==> src/rtl/soa_pkg.sv <==
`timescale 1ns / 1ps
package soa_pkg;
  localparam int NumSlabs   = 16;
  localparam int MaxObjects = 256;
  localparam int SlotW      = $clog2(NumSlabs);
  localparam int IdxW       = $clog2(MaxObjects);
  localparam int NW         = IdxW + 1;
  localparam int TotW       = 13;
  localparam logic [TotW-1:0] TotalMax = 13'd8191;

  typedef enum logic [1:0] {
    CMD_ALLOC = 2'd0,
    CMD_FREE  = 2'd1,
    CMD_CLEAR = 2'd2,
    CMD_NOP   = 2'd3
  } cmd_e;

  typedef enum logic [1:0] {
    ST_OK        = 2'd0,
    ST_EXHAUSTED = 2'd1,
    ST_IGNORED   = 2'd2
  } status_e;

  typedef enum logic [1:0] {
    LIST_UNUSED  = 2'd0,
    LIST_EMPTY   = 2'd1,
    LIST_PARTIAL = 2'd2,
    LIST_FULL    = 2'd3
  } list_e;

  typedef enum logic [1:0] {
    REG_NOBJ  = 2'd0,
    REG_SIZE  = 2'd1,
    REG_FIRST = 2'd2
  } reg_e;

  typedef enum logic [3:0] {
    S_IDLE, S_PSCAN, S_BSCAN, S_ESCAN, S_USCAN, S_DIV, S_MUL, S_FREE_CHK, S_DONE
  } state_e;

  // Control from the sequencer to the shared divide / multiply unit.
  typedef struct packed {
    logic       start_div;
    logic       start_mul;
  } unit_ctl_t;
endpackage

==> src/rtl/soa_arith.sv <==
`timescale 1ns / 1ps
// Shared shift-add multiplier and restoring divider, one bit per cycle.
module soa_arith (
  input  logic                   clk_i,
  input  logic                   rst_ni,
  input  soa_pkg::unit_ctl_t     ctl_i,
  input  logic [12:0]            a_i,
  input  logic [12:0]            b_i,
  output logic                   done_o,
  output logic [12:0]            res_o
);
  import soa_pkg::*;

  logic [12:0] acc_q, acc_d, quo_q, quo_d;
  logic [3:0]  cnt_q, cnt_d;
  logic        busy_q, busy_d, mul_q, mul_d;
  logic [13:0] trial;

  always_comb begin
    acc_d  = acc_q;
    quo_d  = quo_q;
    cnt_d  = cnt_q;
    busy_d = busy_q;
    mul_d  = mul_q;
    trial  = {acc_q, quo_q[12]} - {1'b0, b_i};
    if (ctl_i.start_div || ctl_i.start_mul) begin
      busy_d = 1'b1;
      mul_d  = ctl_i.start_mul;
      acc_d  = '0;
      quo_d  = a_i;
      cnt_d  = 4'd13;
    end else if (busy_q) begin
      if (mul_q) begin
        // Multiplier bits come from quo_q MSB first.
        acc_d = {acc_q[11:0], 1'b0} + (quo_q[12] ? b_i : 13'd0);
        quo_d = {quo_q[11:0], 1'b0};
      end else begin
        if (!trial[13]) begin
          acc_d = trial[12:0];
          quo_d = {quo_q[11:0], 1'b1};
        end else begin
          acc_d = {acc_q[11:0], quo_q[12]};
          quo_d = {quo_q[11:0], 1'b0};
        end
      end
      cnt_d = cnt_q - 4'd1;
      if (cnt_q == 4'd1) busy_d = 1'b0;
    end
  end

  always_ff @(posedge clk_i or negedge rst_ni) begin
    if (!rst_ni) begin
      busy_q <= 1'b0;
      cnt_q  <= '0;
      mul_q  <= 1'b0;
    end else begin
      busy_q <= busy_d;
      cnt_q  <= cnt_d;
      mul_q  <= mul_d;
    end
  end

  always_ff @(posedge clk_i) begin
    acc_q <= acc_d;
    quo_q <= quo_d;
  end

  assign done_o = busy_q && (cnt_q == 4'd1);
  assign res_o  = mul_q ? acc_d : quo_d;
endmodule

==> config.mk <==
export PLATFORM = sky130hd
export DESIGN_NAME = soa_arith
export DESIGN_NICKNAME = d
export VERILOG_FILES = /design/src/rtl/soa_pkg.sv /design/src/rtl/soa_arith.sv
export SDC_FILE = /design/constraint.sdc
export NUM_CORES = 1
export LEC_CHECK = 0
export ABC_AREA = 1
export BUFFER_PORTS_ARGS = -buffer_cell sky130_fd_sc_hd__buf_2
export CORE_UTILIZATION = 43
export CTS_CLUSTER_SIZE = 12
export DETAILED_ROUTE_END_ITERATION = 10
export HOLD_SLACK_MARGIN = 0.06
export PLACE_DENSITY = 0.71
export SLEW_MARGIN = 15
export SYNTH_ARGS = -nofsm -noshare
export SYNTH_HDL_FRONTEND = slang
export SYNTH_SLANG_ARGS = --single-unit
==> constraint.sdc <==
create_clock -name clk_i -period 4.9 [get_ports clk_i]
set_clock_uncertainty 0.1 [all_clocks]
set_input_delay 0.98 -clock clk_i [delete_from_list [all_inputs] [get_ports clk_i]]
set_output_delay 0.98 -clock clk_i [all_outputs]
set_load 0.02 [all_outputs]
# Yosys cells after proc, flatten, opt, wreduce, memory -nomap -nowiden
# Cells that the tools add are included.
# W data, S select, Z words.
[totals] register_bits=32 latchBits=0 ramBits=0 rom_bits=0 input_bits=30 output_inout_bits=14 wordCells=27 memories=0
[classes] addsub=3 multipliers=0 div_mod_pow=0 magnitude_cmp=0 n_eq_ne=1 shift=0 n_mux=15 n_bitwise=0 n_reduce_logical=3
[op_table] operator="$mux W13" n=8
[op_table] operator="$sub A14 B13 Y14" n=1
[op_table] operator="$add A13 B13 Y13" n=1
[op_table] operator="$mux W4" n=2
[op_table] operator="$mux W1" n=5
[op_table] operator="$eq A4 B1 Y1 const B" n=1
[op_table] operator="$sub A4 B1 Y4 const B" n=1
[op_table] operator="$reduce_bool A2 Y1" n=1
[op_table] operator="$logic_and A1 B1 Y1" n=1
[op_table] operator="$logic_or A1 B1 Y1" n=1

# Depth between registers and ports, before layout
# Gate-level depths: netlist (run 1).
[logic_depth] depth_word=6 depth_mapped=17

# Least setup slack after synthesis (run 1)
# OpenSTA, ideal clock, no wires.
[synth_timing] path_kind="input-to-output" startpoint="input port b_i[1]" endpoint="output port res_o[9]" arrival_time_ps=2523 required_time_ps=3820 slack_ps=1297 stages=12 path_buffers=0 cell_sequence="nand2_1 -> inv_1 -> ha_1 -> fa_1 -> nand3_1 -> nand3_1 -> nand2_1 -> nand3_1 -> xor2_1 -> o211ai_1 -> o21ai_0 -> inv_1"
[synth_between] elab_chain_cells=6 elab_cells_between_ends=8 classes_between="2 x add/sub; 6 x mux"
[synth_lines] item="from (decl)" line_no="soa_arith.sv:8" text="input logic [12:0] b_i,"
[synth_lines] item="$sub A14 B13 Y14 / $mux W13 (equally long branches)" line_no="soa_arith.sv:25, soa_arith.sv:35"
[synth_lines] item="$mux W13 / $add A13 B13 Y13 (equally long branches)" line_no="soa_arith.sv:38, soa_arith.sv:35"
[synth_lines] item="$mux W13 (*)" line_no="soa_arith.sv:33" text="if (mul_q) begin"
[synth_lines] item="$mux W13 (*)" line_no="soa_arith.sv:32" text="end else if (busy_q) begin"
[synth_lines] item="$mux W13 (*)" line_no="soa_arith.sv:26" text="if (ctl_i.start_div || ctl_i.start_mul) begin"
[synth_lines] item="$mux W13 (*)" line_no="soa_arith.sv:69" text="assign res_o = mul_q ? acc_d : quo_d;"
[synth_lines] item="to (decl)" line_no="soa_arith.sv:10" text="output logic [12:0] res_o"
# Every way passes the cells marked *; elsewhere a longest branch is shown, timed or not.

# Final worst setup path (run 1)
[layout_timing] startpoint="input port b_i[8]" endpoint="output port res_o[5]"
[layout_between] elab_chain_cells=6
[layout_lines] item="$sub A14 B13 Y14" line_no="soa_arith.sv:25" text="trial = {acc_q, quo_q[12]} - {1'b0, b_i};"
[layout_lines] item="$mux W13" line_no="soa_arith.sv:38" text="if (!trial[13]) begin"
[layout_lines] item="$mux W13" line_no="soa_arith.sv:33"
[layout_lines] item="$mux W13" line_no="soa_arith.sv:32"
[layout_lines] item="$mux W13" line_no="soa_arith.sv:26"
[layout_lines] item="$mux W13" line_no="soa_arith.sv:69"
# Every way passes these cells.

==> key figures, run 1 <==
Critical path
  – Worst reg2reg startpoint: quo_q[12]
  – Crit path capture type: output port
  – R2r endpoint: acc_q[10]
  – Critical path, cell by cell: buf_2 > inv_1 > ha_1 > a21oi_1 > nand2_1 > a21oi_2 > nand2_2 > nand2_1 > nand2_2 > nand2_1 > nand3_1 > nand2_1 > nand3_1 > nand2_1 > buf_2
  – CP arrival: 2.98 ns
  – CP required: 3.82 ns
  – Critical Path Start Type: primary input
  – Reg-to-reg slack, setup: 2.21 ns
  – Most frequent CP cell: nand2_1
  – Slowest CP cell: ha_1
  – Worst reg2reg path depth: 17
  – Largest stage delay, worst path: 0.36 ns
  – Crit-path max FO: 6
  – Kind of critical path: in2out

Timing
  – F_max: 246 MHz
  – Fin Hold WS: 0.402 ns
  – RSZ-0062 raised after global routing: no
  – TNS Setup: 0 ns
  – Min Tclk post-route: 4.06 ns
  – Finish-stage setup viols: 0
  – Final hold vios: 0
  – Measured slew at the worst slew-check pin: 0.777 ns
  – Worst setup margin: 0.843 ns
  – Period Utilization, post-route: 0.828
  – Max_slew headroom: 0.481
  – Fin. max-slew vios: 0

Min path
  – Hold EP: cnt_q[3]
  – Worst Hold Class: reg2reg
  – Hold Path Origin: cnt_q[3]
  – Min-Delay Path Depth: 1

Synthesis
  – Yosys reg bits: 32
  – Post-Synthesis Cells: 530
  – Average size of a mapped cell: 6.02 um2
  – Mapped Area: 3190 um2
  – Synthesized net count: 589
  – Register area share after synthesis: 0.210
  – Synth unique cells: 38
  – Synth warnings: 0

GRT
  – Total gr overflow: 0
  – GRT Total Usage: 0.224
  – Largest net degree at the start of global routing: 28
  – Vias in the first global route: 3136
  – Initial antenna violation count: 0
  – Global-route wire length before repair: 13700 um

Flow run
  – # Max-Cap Violations: 0

Clock network
  – CTS Buf Count: 5
  – CTS H-Tree Depth: 2
  – Root Buffer Master: clkbuf_8
  – Postcts setup bufs: 0
  – Hold-fix buffers at CTS: 0
  – Worst-path clk slew: 0.07 ns
  – Clk Latency, worst-skew pair: 0.28 ns
  – CTS tree: yes
  – Clock Tree Buf Depth: 2
  – Post-cts resize count: 0
  – Clock sinks: 32

Pwr
  – Peak supply drop: 0.000160 V
  – Cell Pwr Density: 230 nW/um2
  – LEAKAGE: 2.12 nW
  – Pwr Total: 823 uW

Drt
  – DRC: 0
  – Total wire length: 8000 um
  – Via count: 3289
  – WL per Instance: 11.9 um
  – Antenna Nets Post-Route: 0
  – Detailed router's first-iteration violation count: 138
  – Via density per instance: 4.91
  – First drt pass iteration count: 4

Finish
  – N_diodes: 0
  – Final core occ: 0.495
  – Area delta synth->final: 12.0%
  – NumNets Final: 629
  – Share of layout cells above drive strength 1: 0.135
  – Fillers: 783

Place
  – Post-DP HPWL: 6380 um
  – Dpl ws: 0.853 ns
  – GPL Wtd Cong: 0.900
  – IO buf count: 43

Floorplan
  – Initial Utilization: 0.443
  – Die height: 88.2 um
  – Core ar.: 7210 um2
  – Rows: 31
  – I/O pin count: 44
  – Chip Width: 88.2 um
  – Total Die Area: 7770 um2

Outcome
  – Status: finished clean
## flip-flops by register name, summed over array words and instances (netlist names)
signal  count
acc_q      13
busy_q      1
cnt_q       4
mul_q       1
quo_q      13
## cell usage after synthesis (all sizes together)
| cell type | n | share of area |
|---|---|---|
| xor2 | 4 | 0.011 |
| a21boi | 1 | 0.0024 |
| nand3b | 8 | 0.019 |
| nand2 | 195 | 0.24 |
| o211ai | 5 | 0.013 |
| and2 | 1 | 0.0020 |
| or2 | 5 | 0.0098 |
| nand3 | 41 | 0.069 |
| dfxtp | 26 | 0.16 |
| o22ai | 1 | 0.0020 |
| nand4 | 1 | 0.0020 |
| a21oi | 19 | 0.031 |
| o21a | 1 | 0.0024 |
| buf | 8 | 0.014 |
| nor3 | 1 | 0.0016 |
| nor2 | 28 | 0.040 |
| ha | 27 | 0.11 |
| a21o | 1 | 0.0024 |
| o21bai | 2 | 0.0047 |
| o221ai | 12 | 0.033 |
| inv | 101 | 0.12 |
| fa | 2 | 0.013 |
| o21ai | 26 | 0.041 |
| dfrtp | 6 | 0.047 |
| clkbuf | 3 | 0.0035 |
| a31oi | 1 | 0.0020 |
| xnor2 | 4 | 0.011 |
## metrics by stage
step	cells	cell area, um2
2_1_floorplan	530	3190
3_3_place_gp	662	3480
3_5_place_dp	662	3480
4_1_cts	670	3570
5_1_grt	670	3570
6_report	670	3570
## cells by family after synthesis
group                    share of synthesized area
AO/OA/AOI/OAI                                0.134
flip-flops                                   0.210
adder cells (fa/ha/maj)                      0.118
XOR/XNOR                                    0.0219
buffers and inverters                        0.136
AND/OR/NAND/NOR                              0.380
## cells in the final DEF, fill, tap and decap left out, drive strengths merged
cell type,count
a21o,1
and2,1
buf,44
dfxtp,26
a21boi,1
o21a,1
o21bai,2
clkbuf,8
nand2,195
ha,27
inv,101
nor2,28
dfrtp,6
a31oi,1
xor2,4
o22ai,1
nand3b,8
or2,5
o221ai,12
nor3,1
xnor2,4
o211ai,5
o21ai,26
a21oi,19
nand4,1
fa,2
nand3,41
## critical path, delay by kind of cell
| kind | cells | cell delay (ns) |
|---|---|---|
| fa+ha+maj | 1 | 0.36 |
| buf+inv | 3 | 0.29 |
| simple gates | 9 | 0.94 |
| compound gates | 2 | 0.41 |
## per-layer routing
metal  global-route usage  routed length (um)  vias up
li1                     -                   -     1746
met3               0.0254                 320        9
met1                0.306                4060     1465
met4               0.0718                  97        0
met2                0.366                3520       69
met5                    0                   0        -
## where the power goes
part	internal, mW	total (mW)	switching (mW)	leakage [nW]
clock	0.114	0.211	0.0963	0.0455
combinational	0.112	0.303	0.191	1.80
sequential	0.285	0.309	0.0241	0.278
## worst max-delay path by stage
stage | to | startpoint | slack [ns] | cells past startpoint
after floorplan | res_o[9] | b_i[1] | 1.30 | 12
after detailed placement | res_o[5] | b_i[8] | 0.85 | 14
final | res_o[5] | b_i[8] | 0.84 | 15
after global routing | res_o[6] | quo_q[12] | 0.52 | 18
after global placement | res_o[9] | b_i[1] | 0.88 | 14
after CTS | res_o[6] | quo_q[12] | 0.82 | 18
## area by class of cell
type	instances	area, um2	share of cell area
multi-input cells	386	2090	0.584
clock buffers	8	90.1	0.0252
inverters	101	379	0.106
flip-flops and latches	32	671	0.188
repair buffers	44	223	0.0623
well taps	99	124	0.0347
Note: power is estimated with default switching activity, not from simulation.
==> run 2, diff against run 1 <==
- ABC_AREA: 1 -> 0
- clock period: 4.9 -> 4.05 ns (I/O delays scaled with it)
==> key figures, run 2 <==
GRT
  – Vias in the first global route: 2770 (-12%)
  – Initial antenna violation count: 0 (unchanged)
  – Total gr overflow: 0 (unchanged)
  – GRT Total Usage: 0.223 (-0.000907)
  – Global-route wire length before repair: 13100 um (-4.9%)
  – Largest net degree at the start of global routing: 29 (+3.6%)

Clock network
  – CTS H-Tree Depth: 2 (unchanged)
  – Hold-fix buffers at CTS: 0 (unchanged)
  – CTS tree: yes
  – CTS Buf Count: 5 (unchanged)
  – Worst-path clk slew: 0.07 ns (about the same)
  – Postcts setup bufs: 0 (unchanged)
  – Clk Latency, worst-skew pair: 0.30 ns (+0.02 ns)
  – Root Buffer Master: clkbuf_8
  – Clock sinks: 32 (unchanged)
  – Clock Tree Buf Depth: 2 (unchanged)
  – Post-cts resize count: 0 (unchanged)

Synthesis
  – Commonest cells post-synth: a21oi_1, nand2_1, nor2_1, o21ai_0, ha_1
  – Asr flop ratio synth: 0.188 (unchanged)
  – Yosys reg bits: 32 (unchanged)
  – Share of Yosys cell area claimed by the top area cell type: 0.171 (-0.0511)
  – EDFF count, synth: 0 (unchanged)
  – Leading post-synthesis cells by cell area: dfxtp_1, ha_1, mux2i_1
  – Synth warnings: 0 (unchanged)
  – Average size of a mapped cell: 7.80 um2 (+29%)
  – Register area share after synthesis: 0.220 (+0.0105)
  – Mapped Area: 3040 um2 (-4.7%)
  – Cell accounting for the most synthesized area: dfxtp_1
  – Post-Synthesis Cells: 390 (-26%)
  – Synth unique cells: 58 (+53%)
  – Primary FF master, synth: dfxtp_1
  – Count leader, synth: a21oi_1
  – Synthesized net count: 449 (-24%)

Critical path
  – Most frequent CP cell: buf_2
  – Critical Path Start Type: primary input
  – CP arrival: 2.99 ns (about the same)
  – Crit-path max FO: 3 (-3)
  – Slowest CP cell: fa_2
  – Largest stage delay, worst path: 0.38 ns (+0.02 ns)
  – CP required: 3.14 ns (-0.68 ns)
  – Crit path capture type: output port
  – Kind of critical path: in2out
  – Critical path, cell by cell: buf_2 > inv_1 > nor2_1 > ha_1 > fa_2 > a21oi_2 > o21ai_0 > a21oi_1 > buf_4 > a311oi_1 > o31ai_1 > mux2_2 > buf_2

Finish
  – Sequential cell area: 671 um2 (unchanged)
  – Commonest non-fill, non-tap cell in the layout: buf_2
  – Fillers: 706 (-9.8%)
  – Biggest regs: acc_q: 13 flops, quo_q: 13 flops, cnt_q: 4 flops
  – Area delta synth->final: 15.3%
  – Share of layout cells above drive strength 1: 0.176 (+0.0411)
  – Most frequent cells in the layout: buf_2, nor2_1, nand2_1, a21oi_1, o21ai_0
  – NumNets Final: 490 (-22%)
  – N_diodes: 0 (unchanged)
  – Final core occ: 0.513 (+0.0179)
  – Multi-input gate area: 2200 um2 (+5.5%)

Timing
  – Final hold vios: 0 (unchanged)
  – Worst setup margin: 0.154 ns (-0.688 ns)
  – Max_slew headroom: 0.435 (-0.0460)
  – Period Utilization, post-route: 0.962
  – Measured slew at the worst slew-check pin: 0.847 ns (+0.0699 ns)
  – Fin. max-slew vios: 0 (unchanged)
  – Finish-stage setup viols: 0 (unchanged)
  – Min Tclk post-route: 3.90 ns
  – RSZ-0062 raised after global routing: yes
  – F_max: 257 MHz

Floorplan
  – Chip Width: 86.1 um (-2.3%)
  – Core ar.: 6830 um2 (-5.3%)
  – Die height: 86.1 um (-2.3%)
  – Total Die Area: 7410 um2 (-4.6%)
  – Rows: 30 (-3.2%)
  – I/O pin count: 44 (unchanged)
  – Initial Utilization: 0.445 (+0.00264)

Flow run
  – # Max-Cap Violations: 0 (unchanged)

Outcome
  – Status: finished clean

Drt
  – Via count: 2986 (-9.2%)
  – WL per Instance: 15.0 um (+26%)
  – First drt pass iteration count: 4 (unchanged)
  – Antenna Nets Post-Route: 0 (unchanged)
  – Via density per instance: 5.66 (+15%)
  – DRC: 0 (unchanged)
  – Total wire length: 7930 um (-0.81%)
  – Detailed router's first-iteration violation count: 147 (+6.5%)

Min path
  – Worst Hold Class: in2async

Pwr
  – Cell Pwr Density: 291 nW/um2 (+26%)
  – LEAKAGE: 1.75 nW (-18%)
  – Peak supply drop: 0.000190 V (+18%)

Place
  – Post-DP HPWL: 6090 um (-4.5%)
  – GPL Wtd Cong: 0.867 (-3.7%)
  – Dpl ws: 0.143 ns (-0.710 ns)
  – IO buf count: 43 (unchanged)
run 2: changes by cell type after synthesis, sizes merged, moves of 7 or more:
cell / change
nand2: -159
inv: -77
nand3: -26
a21oi: +20
mux2i: +20
clkbuf: +12
o21ai: +10
a21o: +8
nor2: +8
o21a: +8
nand3b: -7
xnor2: +7
run 2: logic make-up (layout without fill, tap and decap cells):
logic type / count (synthesis) / count (layout) / synth area share
compound gates: 130 / 130 / 0.279
xor+xnor: 20 / 20 / 0.0662
fa+ha+maj: 29 / 29 / 0.124
buf+inv: 44 / 86 / 0.0576
flops: 32 / 32 / 0.220
mux: 23 / 23 / 0.0782
simple gates: 112 / 112 / 0.174
run 2: critical path: cells and delay by family:
kind                     cells  cell delay [ns]
buffers and inverters        4             0.46
AND/OR/NAND/NOR              1             0.04
multiplexers                 1             0.20
adder cells (fa/ha/maj)      2             0.60
AO/OA/AOI/OAI                5             0.87
run 2: path summary, 6_finish.rpt:
kind,start,endpoint,slack [ns],depth (start not counted)
max,b_i[1],res_o[11],0.15,13
max in group asynchronous,rst_ni,cnt_q[2],3.46,1
min reg2reg,cnt_q[3],cnt_q[3],0.43,2
min,rst_ni,mul_q,0.23,1
min in group clk_i,cnt_q[3],cnt_q[3],0.43,2
max reg2reg,acc_q[0],acc_q[9],1.31,9
run 2: through the flow:
step                      TNS (ns)  hold WS, ns  cells  total power [mW]  instance area, um2
after floorplan                  0        0.389    390             0.588                3040
final                            0        0.229    528              1.02                3510
after CTS                        0        0.231    528              1.02                3500
after global placement           0        0.408    520             0.667                3370
after global routing       -0.0403        0.228    528              1.07                3510
after detailed placement         0        0.409    520             0.674                3370
run 2: area by class of cell:
type | instances | area share
clock buffers | 7 | 0.0275
clock inverters | 1 | 0.00856
inverters | 24 | 0.0257
multi-input cells | 314 | 0.628
flip-flops and latches | 32 | 0.191
well taps | 96 | 0.0342
repair buffers | 54 | 0.0849
run 2: report_power, final:
part           leakage [nW]  internal [mW]  switching [mW]
clock                0.0645          0.217           0.132
combinational          1.40          0.129           0.183
sequential            0.277          0.336          0.0234
total                  1.75          0.682           0.338
run 2: routing by layer:
layer  up-vias  GRT usage  part of all wire
met5         -          0                 0
met4         0     0.0712             0.016
met3        14     0.0346             0.047
met2        67      0.372              0.47
met1      1407      0.294              0.47
li1       1498          -                 -
==> run 3, diff against run 2 <==
- RECOVER_POWER: unset -> 50
==> key figures, run 3 (same netlist as run 2, synthesis figures left out) <==
Outcome
  – Status: finished clean

Drt
  – DRC: 0 (unchanged)
  – WL per Instance: 15.0 um (-0.30%)
  – Via count: 2974 (-0.40%)
  – First drt pass iteration count: 4 (unchanged)
  – Detailed router's first-iteration violation count: 160 (+8.8%)
  – Total wire length: 7910 um (-0.30%)
  – Antenna Nets Post-Route: 0 (unchanged)
  – Via density per instance: 5.63 (-0.40%)

Timing
  – Measured slew at the worst slew-check pin: 1.08 ns (+0.233 ns)
  – Worst setup margin: 0.159 ns (+0.00487 ns)
  – Fin Hold WS: 0.294 ns (+0.0645 ns)
  – Min Tclk post-route: 3.89 ns (-0.00487 ns)
  – Final hold vios: 0 (unchanged)
  – RSZ-0062 raised after global routing: yes
  – F_max: 257 MHz (+0.13%)
  – Period Utilization, post-route: 0.961 (-0.00120)
  – Finish-stage setup viols: 0 (unchanged)
  – TNS Setup: 0 ns (unchanged)
  – Fin. max-slew vios: 0 (unchanged)
  – Max_slew headroom: 0.280 (-0.156)

Finish
  – NumNets Final: 490 (unchanged)
  – Final Instance Area: 3490 um2 (-0.53%)
  – Commonest non-fill, non-tap cell in the layout: buf_2
  – Biggest regs: acc_q: 13 flops, quo_q: 13 flops, cnt_q: 4 flops
  – Share of layout cells above drive strength 1: 0.160 (-0.0162)
  – Area delta synth->final: 14.7%
  – Most frequent cells in the layout: buf_2, nor2_1, nand2_1, a21oi_1, o21ai_0
  – N_diodes: 0 (unchanged)
  – Final Instance Count excl. Fillers: 528 (unchanged)
  – Fillers: 712 (+0.85%)
  – Final core occ: 0.511 (-0.00275)

Place
  – GPL Wtd Cong: 0.867 (unchanged)
  – Inst Count DP: 520 (unchanged)
  – Dpl ws: 0.143 ns (unchanged)
  – DP Area: 3370 um2 (unchanged)
  – IO buf count: 43 (unchanged)
  – Post-DP HPWL: 6090 um (unchanged)

Critical path
  – Kind of critical path: in2out
  – Worst reg2reg path depth: 9 (unchanged)
  – Crit-path max FO: 3 (unchanged)
  – Crit path capture type: output port
  – Critical Path Start Type: primary input
  – CP arrival: 2.98 ns (about the same)
  – CP required: 3.14 ns (about the same)

Floorplan
  – Total Die Area: 7410 um2 (unchanged)
  – I/O pin count: 44 (unchanged)
  – Core ar.: 6830 um2 (unchanged)
  – Initial Utilization: 0.445 (unchanged)
  – Die height: 86.1 um (unchanged)
  – Chip Width: 86.1 um (unchanged)
  – Rows: 30 (unchanged)

Clock network
  – Clock sinks: 32 (unchanged)
  – Root Buffer Master: clkbuf_8
  – Clock Tree Buf Depth: 2 (unchanged)
  – CTS tree: yes
  – CTS Buf Count: 5 (unchanged)
  – CTS H-Tree Depth: 2 (unchanged)
  – Postcts setup bufs: 0 (unchanged)
  – Clk Latency, worst-skew pair: 0.29 ns (about the same)
  – Worst-path clk slew: 0.07 ns (about the same)

GRT
  – Vias in the first global route: 2770 (unchanged)
  – Initial antenna violation count: 0 (unchanged)
  – Total gr overflow: 0 (unchanged)
  – GRT Total Usage: 0.223 (unchanged)
  – Global-route wire length before repair: 13100 um (unchanged)
  – Largest net degree at the start of global routing: 29 (unchanged)

Pwr
  – Switching part of the total: 0.330 (-0.000692)
  – Power share of the sequential group: 0.354 (+0.002)
  – Cell Pwr Density: 291 nW/um2 (+0.15%)
  – Combinational power share: 0.305 (about the same)
  – Clock Power Share: 0.342 (about the same)
  – Pwr Total: 1.02 mW (-0.39%)
  – Peak supply drop: 0.000189 V (-0.28%)
  – Internal: 680 uW (-0.28%)
  – P_sw: 336 uW (-0.59%)
  – LEAKAGE: 1.72 nW (-1.3%)

Flow run
  – # Max-Cap Violations: 0 (unchanged)

Min path
  – Worst Hold Class: in2async
==> run 3: cell count changes in the layout (fill, tap and decap cells not counted) <==
| cell | delta |
|---|---|
| clkbuf_1 | +6 |
| buf_4 | -4 |
| buf_2 | -3 |
| buf_1 | +1 |
==> run 3: final cells by class <==
| cell class | instances | area (um2) | area share |
|---|---|---|---|
| Clock inverter | 1 | 30.0 | 0.00861 |
| Clock buffer | 7 | 96.3 | 0.0276 |
| Timing Repair Buffer | 54 | 279 | 0.0800 |
| Sequential cell | 32 | 671 | 0.192 |
| Tap cell | 96 | 120 | 0.0344 |
| Multi-Input combinational cell | 314 | 2200 | 0.631 |
| Inverter | 24 | 90.1 | 0.0258 |
==> run 3: worst paths after layout <==
| path | start | to | slack, ns |
|---|---|---|---|
| hold / removal | rst_ni | mul_q | 0.29 |
| setup / recovery | b_i[1] | res_o[11] | 0.16 |
| setup reg to reg | acc_q[0] | acc_q[9] | 1.30 |
| hold reg to reg | cnt_q[3] | cnt_q[3] | 0.43 |
| max in group asynchronous | rst_ni | cnt_q[2] | 3.29 |
| min in group clk_i | cnt_q[3] | cnt_q[3] | 0.43 |
==> run 3: power by group through the flow <==
stage          Combinational [mW]  Clock (mW)  Sequential [mW]
2_1_floorplan               0.231           0            0.356
3_3_place_gp                0.303           0            0.365
3_5_place_dp                0.309           0            0.365
4_1_cts                     0.310       0.353            0.358
5_1_grt                     0.344       0.367            0.362
6_report                    0.310       0.347            0.359
==> run 3: timing repair <==
| action | CTS | global route |
|---|---|---|
| setup endpoints to repair | 0 | 4 |
| gates resized for setup | 0 | 3 |
| hold buffers | 0 | 0 |
==> run 3: per-layer routing <==
metal  vias up  track usage  wire (um)
met1      1396        0.294       3690
met5         -            0          0
met2        71        0.372       3760
li1       1496            -          -
met4         0       0.0712        119
met3        11       0.0346        331
==> run 3: critical path: stages <==
cell and delay (ns):
buf_2 0.09, inv_1 0.06, nor2_1 0.04, ha_1 0.22, fa_2 0.38, a21oi_2 0.17
o21ai_0 0.12, a21oi_1 0.20, buf_4 0.16, a311oi_1 0.10, o31ai_1 0.27, mux2_2 0.20
buf_2 0.15
